<file path="config.mk">
export PLATFORM = sky130hd
export DESIGN_NAME = murmur_hash64a
export DESIGN_NICKNAME = d
export VERILOG_FILES = /design/src/rtl/mur64_pkg.sv /design/src/rtl/murmur_hash64a.sv
export SDC_FILE = /design/constraint.sdc
export NUM_CORES = 2
export LEC_CHECK = 0
export BUFFER_PORTS_ARGS = -buffer_cell sky130_fd_sc_hd__buf_4
export CORE_MARGIN = 2
export CORE_UTILIZATION = 58
export DETAILED_ROUTE_END_ITERATION = 10
export PLACE_DENSITY_LB_ADDON = 0.12
export SLEW_MARGIN = 0
export SYNTH_ARGS = -nofsm -noshare
export SYNTH_HDL_FRONTEND = slang
export SYNTH_SLANG_ARGS = --single-unit
</file>
<file path="constraint.sdc">
create_clock -name clk -period 8.9 [get_ports clk]
set_input_delay 0.445 -clock clk [delete_from_list [all_inputs] [get_ports clk]]
set_output_delay 0.445 -clock clk [all_outputs]
set_load 0.005 [all_outputs]
</file>
<file path="src/rtl/mur64_pkg.sv">
`timescale 1ns / 1ps
`default_nettype none
// ----------------------------------------------------------------------------
// mur64_pkg: constants and shared types of the 64-bit Murmur hash block
// Holds the mixing multiplier, the shift amount, the seed reset value and
// the step codes of the multiply sequencer.
// ----------------------------------------------------------------------------
package mur64_pkg;

    localparam logic [63:0] MIX_MUL    = 64'hc6a4_a793_5bd1_e995;
    localparam int          MIX_SHIFT  = 47;
    localparam logic [63:0] SEED_RESET = 64'd19780211;

    // What the sequencer does with the product once a multiply completes.
    typedef enum logic [2:0] {
        PH_LEN,   // length times multiplier, starts the running hash
        PH_K1,    // first multiply of a full word
        PH_K2,    // second multiply of a full word
        PH_H,     // multiply of the running hash
        PH_FIN    // multiply inside the finalizer
    } phase_t;

endpackage
`default_nettype wire

</file>
<file path="src/rtl/murmur_hash64a.sv">
`timescale 1ns / 1ps
`default_nettype none
// ----------------------------------------------------------------------------
// murmur_hash64a: streaming 64-bit MurmurHash64A
// Hashes a byte message delivered as little-endian 64-bit words and emits
// one 64-bit hash per message, using a single shared 32x32 multiplier.
// ----------------------------------------------------------------------------
// The block takes one word per transfer on the data channel and works on it
// alone, holding data_stall high until the word is fully folded in. Every
// 64-bit multiply by the mixing constant is built from three 32x32 partial
// products that pass one after the other through the one shared multiplier.
// A word needs one multiply if it is the first word of a message (length
// times the constant), three for a full word, one for a tail of 1 to 7
// bytes, none for zero bytes, and one more if it is the last word
// (finalizer), whose hash is then loaded into the output register. The
// result sits in that output register, so a new word may be taken while
// the previous hash still waits under hash_stall; only a second finished
// hash waits for it. The seed register is written over its own channel,
// which is always ready, and must only be written while no message is
// being hashed.
// ----------------------------------------------------------------------------
module murmur_hash64a (
    input  wire logic        clk,
    input  wire logic        rst_n,
    // data channel
    input  wire logic        data_valid,
    output logic             data_stall,
    input  wire logic [63:0] data_word,
    input  wire logic [3:0]  valid_bytes,
    input  wire logic        first_word,
    input  wire logic        last_word,
    input  wire logic [63:0] message_length,
    // hash channel
    output logic             hash_valid,
    input  wire logic        hash_stall,
    output logic [63:0]      hash_value,
    // seed register write channel
    input  wire logic        seed_valid,
    output logic             seed_ready,
    input  wire logic [63:0] hash_seed
);

    typedef enum logic [2:0] {
        ST_IDLE,
        ST_START,
        ST_WORD,
        ST_MUL,
        ST_FIN,
        ST_EMIT
    } state_t;

    state_t             state_reg, state_next;
    mur64_pkg::phase_t  phase_reg, phase_next;
    logic [1:0]         cnt_reg, cnt_next;
    logic [63:0]        hash_reg, hash_next;
    logic [63:0]        seed_reg, seed_next;
    logic [63:0]        out_reg, out_next;
    logic               out_valid_reg, out_valid_next;

    // Item payload and multiplier datapath; no reset needed.
    logic [63:0]        word_reg, word_next;
    logic               full_reg, full_next;
    logic               tail_reg, tail_next;
    logic               first_reg, first_next;
    logic               last_reg, last_next;
    logic [63:0]        len_reg, len_next;
    logic [63:0]        op_reg, op_next;
    logic [63:0]        prod_reg, prod_next;
    logic [63:0]        acc_reg, acc_next;

    logic [31:0]        mul_a;
    logic [31:0]        mul_b;
    logic [63:0]        mul_res;
    logic [63:0]        byte_mask;
    logic [63:0]        fin_pre;

    assign data_stall = (state_reg != ST_IDLE);
    assign seed_ready = 1'b1;
    assign hash_valid = out_valid_reg;
    assign hash_value = out_reg;

    // Partial products: lo*lo, then hi*lo and lo*hi shifted up by 32 bits.
    // The hi*hi product falls entirely above bit 63 and is never formed.
    assign mul_a     = (cnt_reg == 2'd1) ? op_reg[63:32] : op_reg[31:0];
    assign mul_b     = (cnt_reg == 2'd2) ? mur64_pkg::MIX_MUL[63:32]
                                         : mur64_pkg::MIX_MUL[31:0];
    assign prod_next = {32'd0, mul_a} * {32'd0, mul_b};
    assign mul_res   = acc_reg + {prod_reg[31:0], 32'd0};
    assign fin_pre   = hash_reg ^ (hash_reg >> mur64_pkg::MIX_SHIFT);

    always_comb
    begin
        for (int i = 0; i < 8; i++)
        begin
            byte_mask[i*8 +: 8] = (4'(i) < valid_bytes) ? 8'hFF : 8'h00;
        end
    end

    always_comb
    begin
        case (cnt_reg)
            2'd1:    acc_next = prod_reg;
            2'd2:    acc_next = mul_res;
            default: acc_next = acc_reg;
        endcase
    end

    always_comb
    begin
        state_next     = state_reg;
        phase_next     = phase_reg;
        cnt_next       = cnt_reg;
        hash_next      = hash_reg;
        seed_next      = seed_reg;
        out_next       = out_reg;
        out_valid_next = out_valid_reg;
        word_next      = word_reg;
        full_next      = full_reg;
        tail_next      = tail_reg;
        first_next     = first_reg;
        last_next      = last_reg;
        len_next       = len_reg;
        op_next        = op_reg;

        if (seed_valid)
        begin
            seed_next = hash_seed;
        end

        if (out_valid_reg && !hash_stall)
        begin
            out_valid_next = 1'b0;
        end

        case (state_reg)
            ST_IDLE:
            begin
                if (data_valid)
                begin
                    // Counts above eight are treated as a full word.
                    word_next  = data_word & byte_mask;
                    full_next  = (valid_bytes >= 4'd8);
                    tail_next  = (valid_bytes != 4'd0) && (valid_bytes < 4'd8);
                    first_next = first_word;
                    last_next  = last_word;
                    len_next   = message_length;
                    state_next = ST_START;
                end
            end

            ST_START:
            begin
                if (first_reg)
                begin
                    op_next    = len_reg;
                    phase_next = mur64_pkg::PH_LEN;
                    cnt_next   = 2'd0;
                    state_next = ST_MUL;
                end
                else
                begin
                    state_next = ST_WORD;
                end
            end

            ST_WORD:
            begin
                if (full_reg)
                begin
                    op_next    = word_reg;
                    phase_next = mur64_pkg::PH_K1;
                    cnt_next   = 2'd0;
                    state_next = ST_MUL;
                end
                else if (tail_reg)
                begin
                    hash_next  = hash_reg ^ word_reg;
                    op_next    = hash_reg ^ word_reg;
                    phase_next = mur64_pkg::PH_H;
                    cnt_next   = 2'd0;
                    state_next = ST_MUL;
                end
                else
                begin
                    state_next = ST_FIN;
                end
            end

            ST_FIN:
            begin
                if (last_reg)
                begin
                    op_next    = fin_pre;
                    phase_next = mur64_pkg::PH_FIN;
                    cnt_next   = 2'd0;
                    state_next = ST_MUL;
                end
                else
                begin
                    state_next = ST_IDLE;
                end
            end

            ST_MUL:
            begin
                cnt_next = cnt_reg + 2'd1;
                if (cnt_reg == 2'd3)
                begin
                    cnt_next = 2'd0;
                    case (phase_reg)
                        mur64_pkg::PH_LEN:
                        begin
                            hash_next  = seed_reg ^ mul_res;
                            state_next = ST_WORD;
                        end
                        mur64_pkg::PH_K1:
                        begin
                            op_next    = mul_res ^ (mul_res >> mur64_pkg::MIX_SHIFT);
                            phase_next = mur64_pkg::PH_K2;
                        end
                        mur64_pkg::PH_K2:
                        begin
                            op_next    = hash_reg ^ mul_res;
                            phase_next = mur64_pkg::PH_H;
                        end
                        mur64_pkg::PH_H:
                        begin
                            hash_next  = mul_res;
                            state_next = ST_FIN;
                        end
                        mur64_pkg::PH_FIN:
                        begin
                            hash_next  = mul_res ^ (mul_res >> mur64_pkg::MIX_SHIFT);
                            state_next = ST_EMIT;
                        end
                        default:
                        begin
                            state_next = ST_IDLE;
                        end
                    endcase
                end
            end

            ST_EMIT:
            begin
                // Wait until the output register is free or being drained.
                if (!out_valid_reg || !hash_stall)
                begin
                    out_next       = hash_reg;
                    out_valid_next = 1'b1;
                    state_next     = ST_IDLE;
                end
            end

            default:
            begin
                state_next = ST_IDLE;
            end
        endcase
    end

    always_ff @(posedge clk or negedge rst_n)
    begin
        if (!rst_n)
        begin
            state_reg     <= ST_IDLE;
            phase_reg     <= mur64_pkg::PH_LEN;
            cnt_reg       <= 2'd0;
            hash_reg      <= 64'd0;
            seed_reg      <= mur64_pkg::SEED_RESET;
            out_reg       <= 64'd0;
            out_valid_reg <= 1'b0;
        end
        else
        begin
            state_reg     <= state_next;
            phase_reg     <= phase_next;
            cnt_reg       <= cnt_next;
            hash_reg      <= hash_next;
            seed_reg      <= seed_next;
            out_reg       <= out_next;
            out_valid_reg <= out_valid_next;
        end
    end

    always_ff @(posedge clk)
    begin
        word_reg  <= word_next;
        full_reg  <= full_next;
        tail_reg  <= tail_next;
        first_reg <= first_next;
        last_reg  <= last_next;
        len_reg   <= len_next;
        op_reg    <= op_next;
        prod_reg  <= prod_next;
        acc_reg   <= acc_next;
    end

endmodule
`default_nettype wire

</file>
==> out/metrics.csv <==
stage,metric,value,unit
timing,number of endpoints failing setup at the final stage,0,
place,DP Wirelength,135800,µm
setup_path,worst reg2reg setup slack,0.26,ns
floorplanning,Top Ports,270,
global_routing,pin count of the biggest net entering global routing,105,
synth,count of unique library cells instantiated by Yosys,90,
setup_path,element type at the critical path start,register,
place,number of instances in the placed design,6354,
setup_path,WP data required,9.42,ns
clock_tree,maximum clock path buffer count,3,
setup_path,critical register-to-register path startpoint,cnt_reg[1]$_DFFE_PN0P_,
cells_and_area,final core utilization,66.51,%
setup_path,Worst Reg-to-Reg Cells,32,
synth,fraction of synthesized cell area taken by the top area cell type,24.93,%
synth,Gate Count Post-Synth,4874,
timing,Worst slew margin,17.26,%
setup_path,family with the most delay on the worst path,adder cells,
detailed_routing,Routed Antenna Nets,0,
setup_path,"Max FO, Critical Path",8,
global_routing,overall overflow remaining after global route,0,
clock_tree,clock input transition at the sequential cells of the worst setup and hold paths,0.07,ns
floorplanning,site row count,107,
place,worst setup timing slack at the placement stage,0.1428,ns
cells_and_area,Final nets,6529,
global_routing,antenna violations before repair,9,
timing,Peak Freq,115.8,MHz
global_routing,first-pass GRT wire length,249300,µm
floorplanning,initial cell density of the core,58.77,%
min_path,Hold Crit Endpoint,len_reg[58]$_DFFE_PP_,
run,max-capacitance violation count,0,
min_path,Hold WC Path Type,in2reg,
clock_tree,CTS tree,built,
setup_path,end of the worst register-to-register path,prod_reg[56]$_DFF_P_,
cells_and_area,synthesis-to-finish area growth,13.17,%
setup_path,Slowest Stage Delay on Critical Path,0.63,ns
timing,Period minus WS final,8.639,ns
clock_tree,Clk Tree Root Cell,clkbuf_16,
clock_tree,Sinks on Clock Net,525,
timing,worst slew pin tran,1.232,ns
setup_path,CP max stage cell,fa_1,
global_routing,overall routing resource usage,38.09,%
timing,final period utilization,97.06,%
place,routability congestion estimate from global placement,1.006,
synth,number of enable flip-flop cells after synthesis,260,
cells_and_area,count of filler cells inserted in the layout,6910,
global_routing,via count of the first global-routing pass,38500,
floorplanning,Die Y-Extent,298.2,µm
detailed_routing,first-pass iteration count of the detailed router,8,
run_status,result of the run,"complete, no violations",
clock_tree,number of buffers added by the clock tree synthesis step,48,
cells_and_area,non-filler instance count after layout,6457,
min_path,worst hold start,message_length[58],
synth,"Avg Cell Area, Syn",10.30,µm²
synth,proportion of register bits with asynchronous set or reset after synthesis,38.29,%
place,number of input and output port buffers inserted,268,
synth,commonest register cell after synthesis,edfxtp_1,
clock_tree,htree depth,2,
detailed_routing,initial drt markers,4259,
synth,post-synthesis instance area,50200,µm²
setup_path,critical path type,reg2reg,
min_path,worst hold stages,1,
detailed_routing,post-DR wirelength/cell,26.01,µm
synth,count of synthesis-stage warnings from yosys,0,
synth,sequential-to-total area share from yosys stat,28.16,%
synth,leading cell types by total area after synthesis,"fa_1 (25%), edfxtp_1 (16%), ha_1 (11%), dfrtp_1 (9.3%), inv_1 (6.2%)",
synth,"FF+latch count, synth",525,
timing,Layout Skew,0.03751,ns
setup_path,type of destination of the critical path,register,
detailed_routing,final routed wirelength across all metal layers,167900,µm
floorplanning,core area,85410,µm²
floorplanning,die span in x,298.2,µm
timing,count of endpoints failing hold in the final timing report,0,
timing,setup ws final,0.2614,ns
clock_tree,"Clk Latency, worst-skew pair",0.60,ns
detailed_routing,total number of vias,38370,
detailed_routing,Vias per Instance,5.942,
synth,post-synth top area cell,fa_1,
setup_path,cell seen most often among critical-path stages,fa_1,
detailed_routing,total DRC errors in the routed layout,0,
setup_path,CP Data Arrival Time,9.16,ns
setup_path,critical path buffer and inverter count,11,
timing,"Slew Viols, Final",0,
cells_and_area,share of layout cells above drive strength 1,16.36,%
floorplanning,Total Die Area,88910,µm²
## synth_stat cells, types with 12 or more instances
cell,instances
nor2_1,284
o21ai_0,241
xor2_1,66
fa_1,625
xnor2_1,166
a31oi_1,23
inv_1,830
dfstp_2,14
nand3_1,60
ha_1,430
a221o_1,19
or3_1,12
nand2b_1,71
and2_1,51
nand2_1,233
clkbuf_1,165
edfxtp_1,260
nand4_1,24
nor2b_1,87
mux2_2,169
a211oi_1,16
a222oi_1,15
mux2i_1,31
a21oi_1,351
o22ai_1,15
nor3_1,27
dfrtp_1,187
buf_1,22
and3_1,16
a21o_1,72
o221ai_1,17
dfxtp_1,64
o21a_1,24
or2_2,21
## stage by stage
stage | TNS (ns) | cell area [µm²] | hold WS, ns
after global routing | -0.001676 | 56800 | 0.007447
after global placement | 0 | 55070 | 0.4894
after CTS | 0 | 56700 | 0.003527
after detailed placement | 0 | 55070 | 0.4951
after floorplan | 0 | 50220 | 0.1494
final | 0 | 56810 | 0.02101
## layout by cell type (no fill, tap or decap), types with 27 or more instances in the layout
cell       count
a21oi_1      351
inv_1        830
fa_1         625
xnor2_1      166
nor3_1        27
clkbuf_16     49
dfrtp_1      186
nand3_1       60
ha_1         427
dfxtp_1       64
mux2_2       169
buf_4        530
nor2_1       278
a21o_1        72
mux2i_1       29
o21ai_0      239
nor2b_1       86
edfxtp_1     260
and2_1        50
nand2_1      231
xor2_1        66
nand2b_1      69
## cell type report
class	instances	area (µm²)	area share, %
multi-input combinational	3324	32350	56.94
sequential	525	14140	24.89
timing repair buffer	540	4154	7.312
inverter	832	3123	5.497
tap	1144	1431	2.520
clock buffer	61	1331	2.343
clock inverter	29	279.0	0.4912
antenna	2	5.005	0.008810
## worst max-delay path by stage
| stage | start | endpoint | depth (start not counted) |
|---|---|---|---|
| finish | cnt_reg[1]$_DFFE_PN0P_ | prod_reg[56]$_DFF_P_ | 32 |
| global route | cnt_reg[1]$_DFFE_PN0P_ | prod_reg[56]$_DFF_P_ | 32 |
| CTS | cnt_reg[0]$_DFFE_PN0P_ | prod_reg[59]$_DFF_P_ | 27 |
| detailed placement | cnt_reg[0]$_DFFE_PN0P_ | prod_reg[59]$_DFF_P_ | 27 |
| global placement | cnt_reg[0]$_DFFE_PN0P_ | prod_reg[59]$_DFF_P_ | 27 |
| floorplan | cnt_reg[1]$_DFFE_PN0P_ | prod_reg[49]$_DFF_P_ | 29 |
## repair_timing
item                       4_1_cts  5_1_grt
setup endpoints to repair        0       15
resized for setup                0        6
hold endpoints to repair        84        0
hold buffers                     2        0
setup buffers                    0        9
## cell families after synthesis
logic type               synth area share [%]
AND/OR/NAND/NOR                         8.924
buffers and inverters                   7.710
AO/OA/AOI/OAI                           10.98
flip-flops                              28.16
multiplexers                            4.409
XOR/XNOR                                4.158
adder cells (fa/ha/maj)                 35.64
other                                 0.01496
## per-layer routing
layer	global-route usage [%]	up-vias	part of all wire (%)	routed length, µm
li1	-	16880	-	-
met1	54.74	19150	41	68830
met2	58.64	1963	45	75510
met3	6.031	372	9.3	15600
met4	14.12	4	4.7	7970
met5	0	-	0.016	27
Power is not shown: default switching activity piles up to over one toggle a cycle in this logic, so the estimate is an artifact.
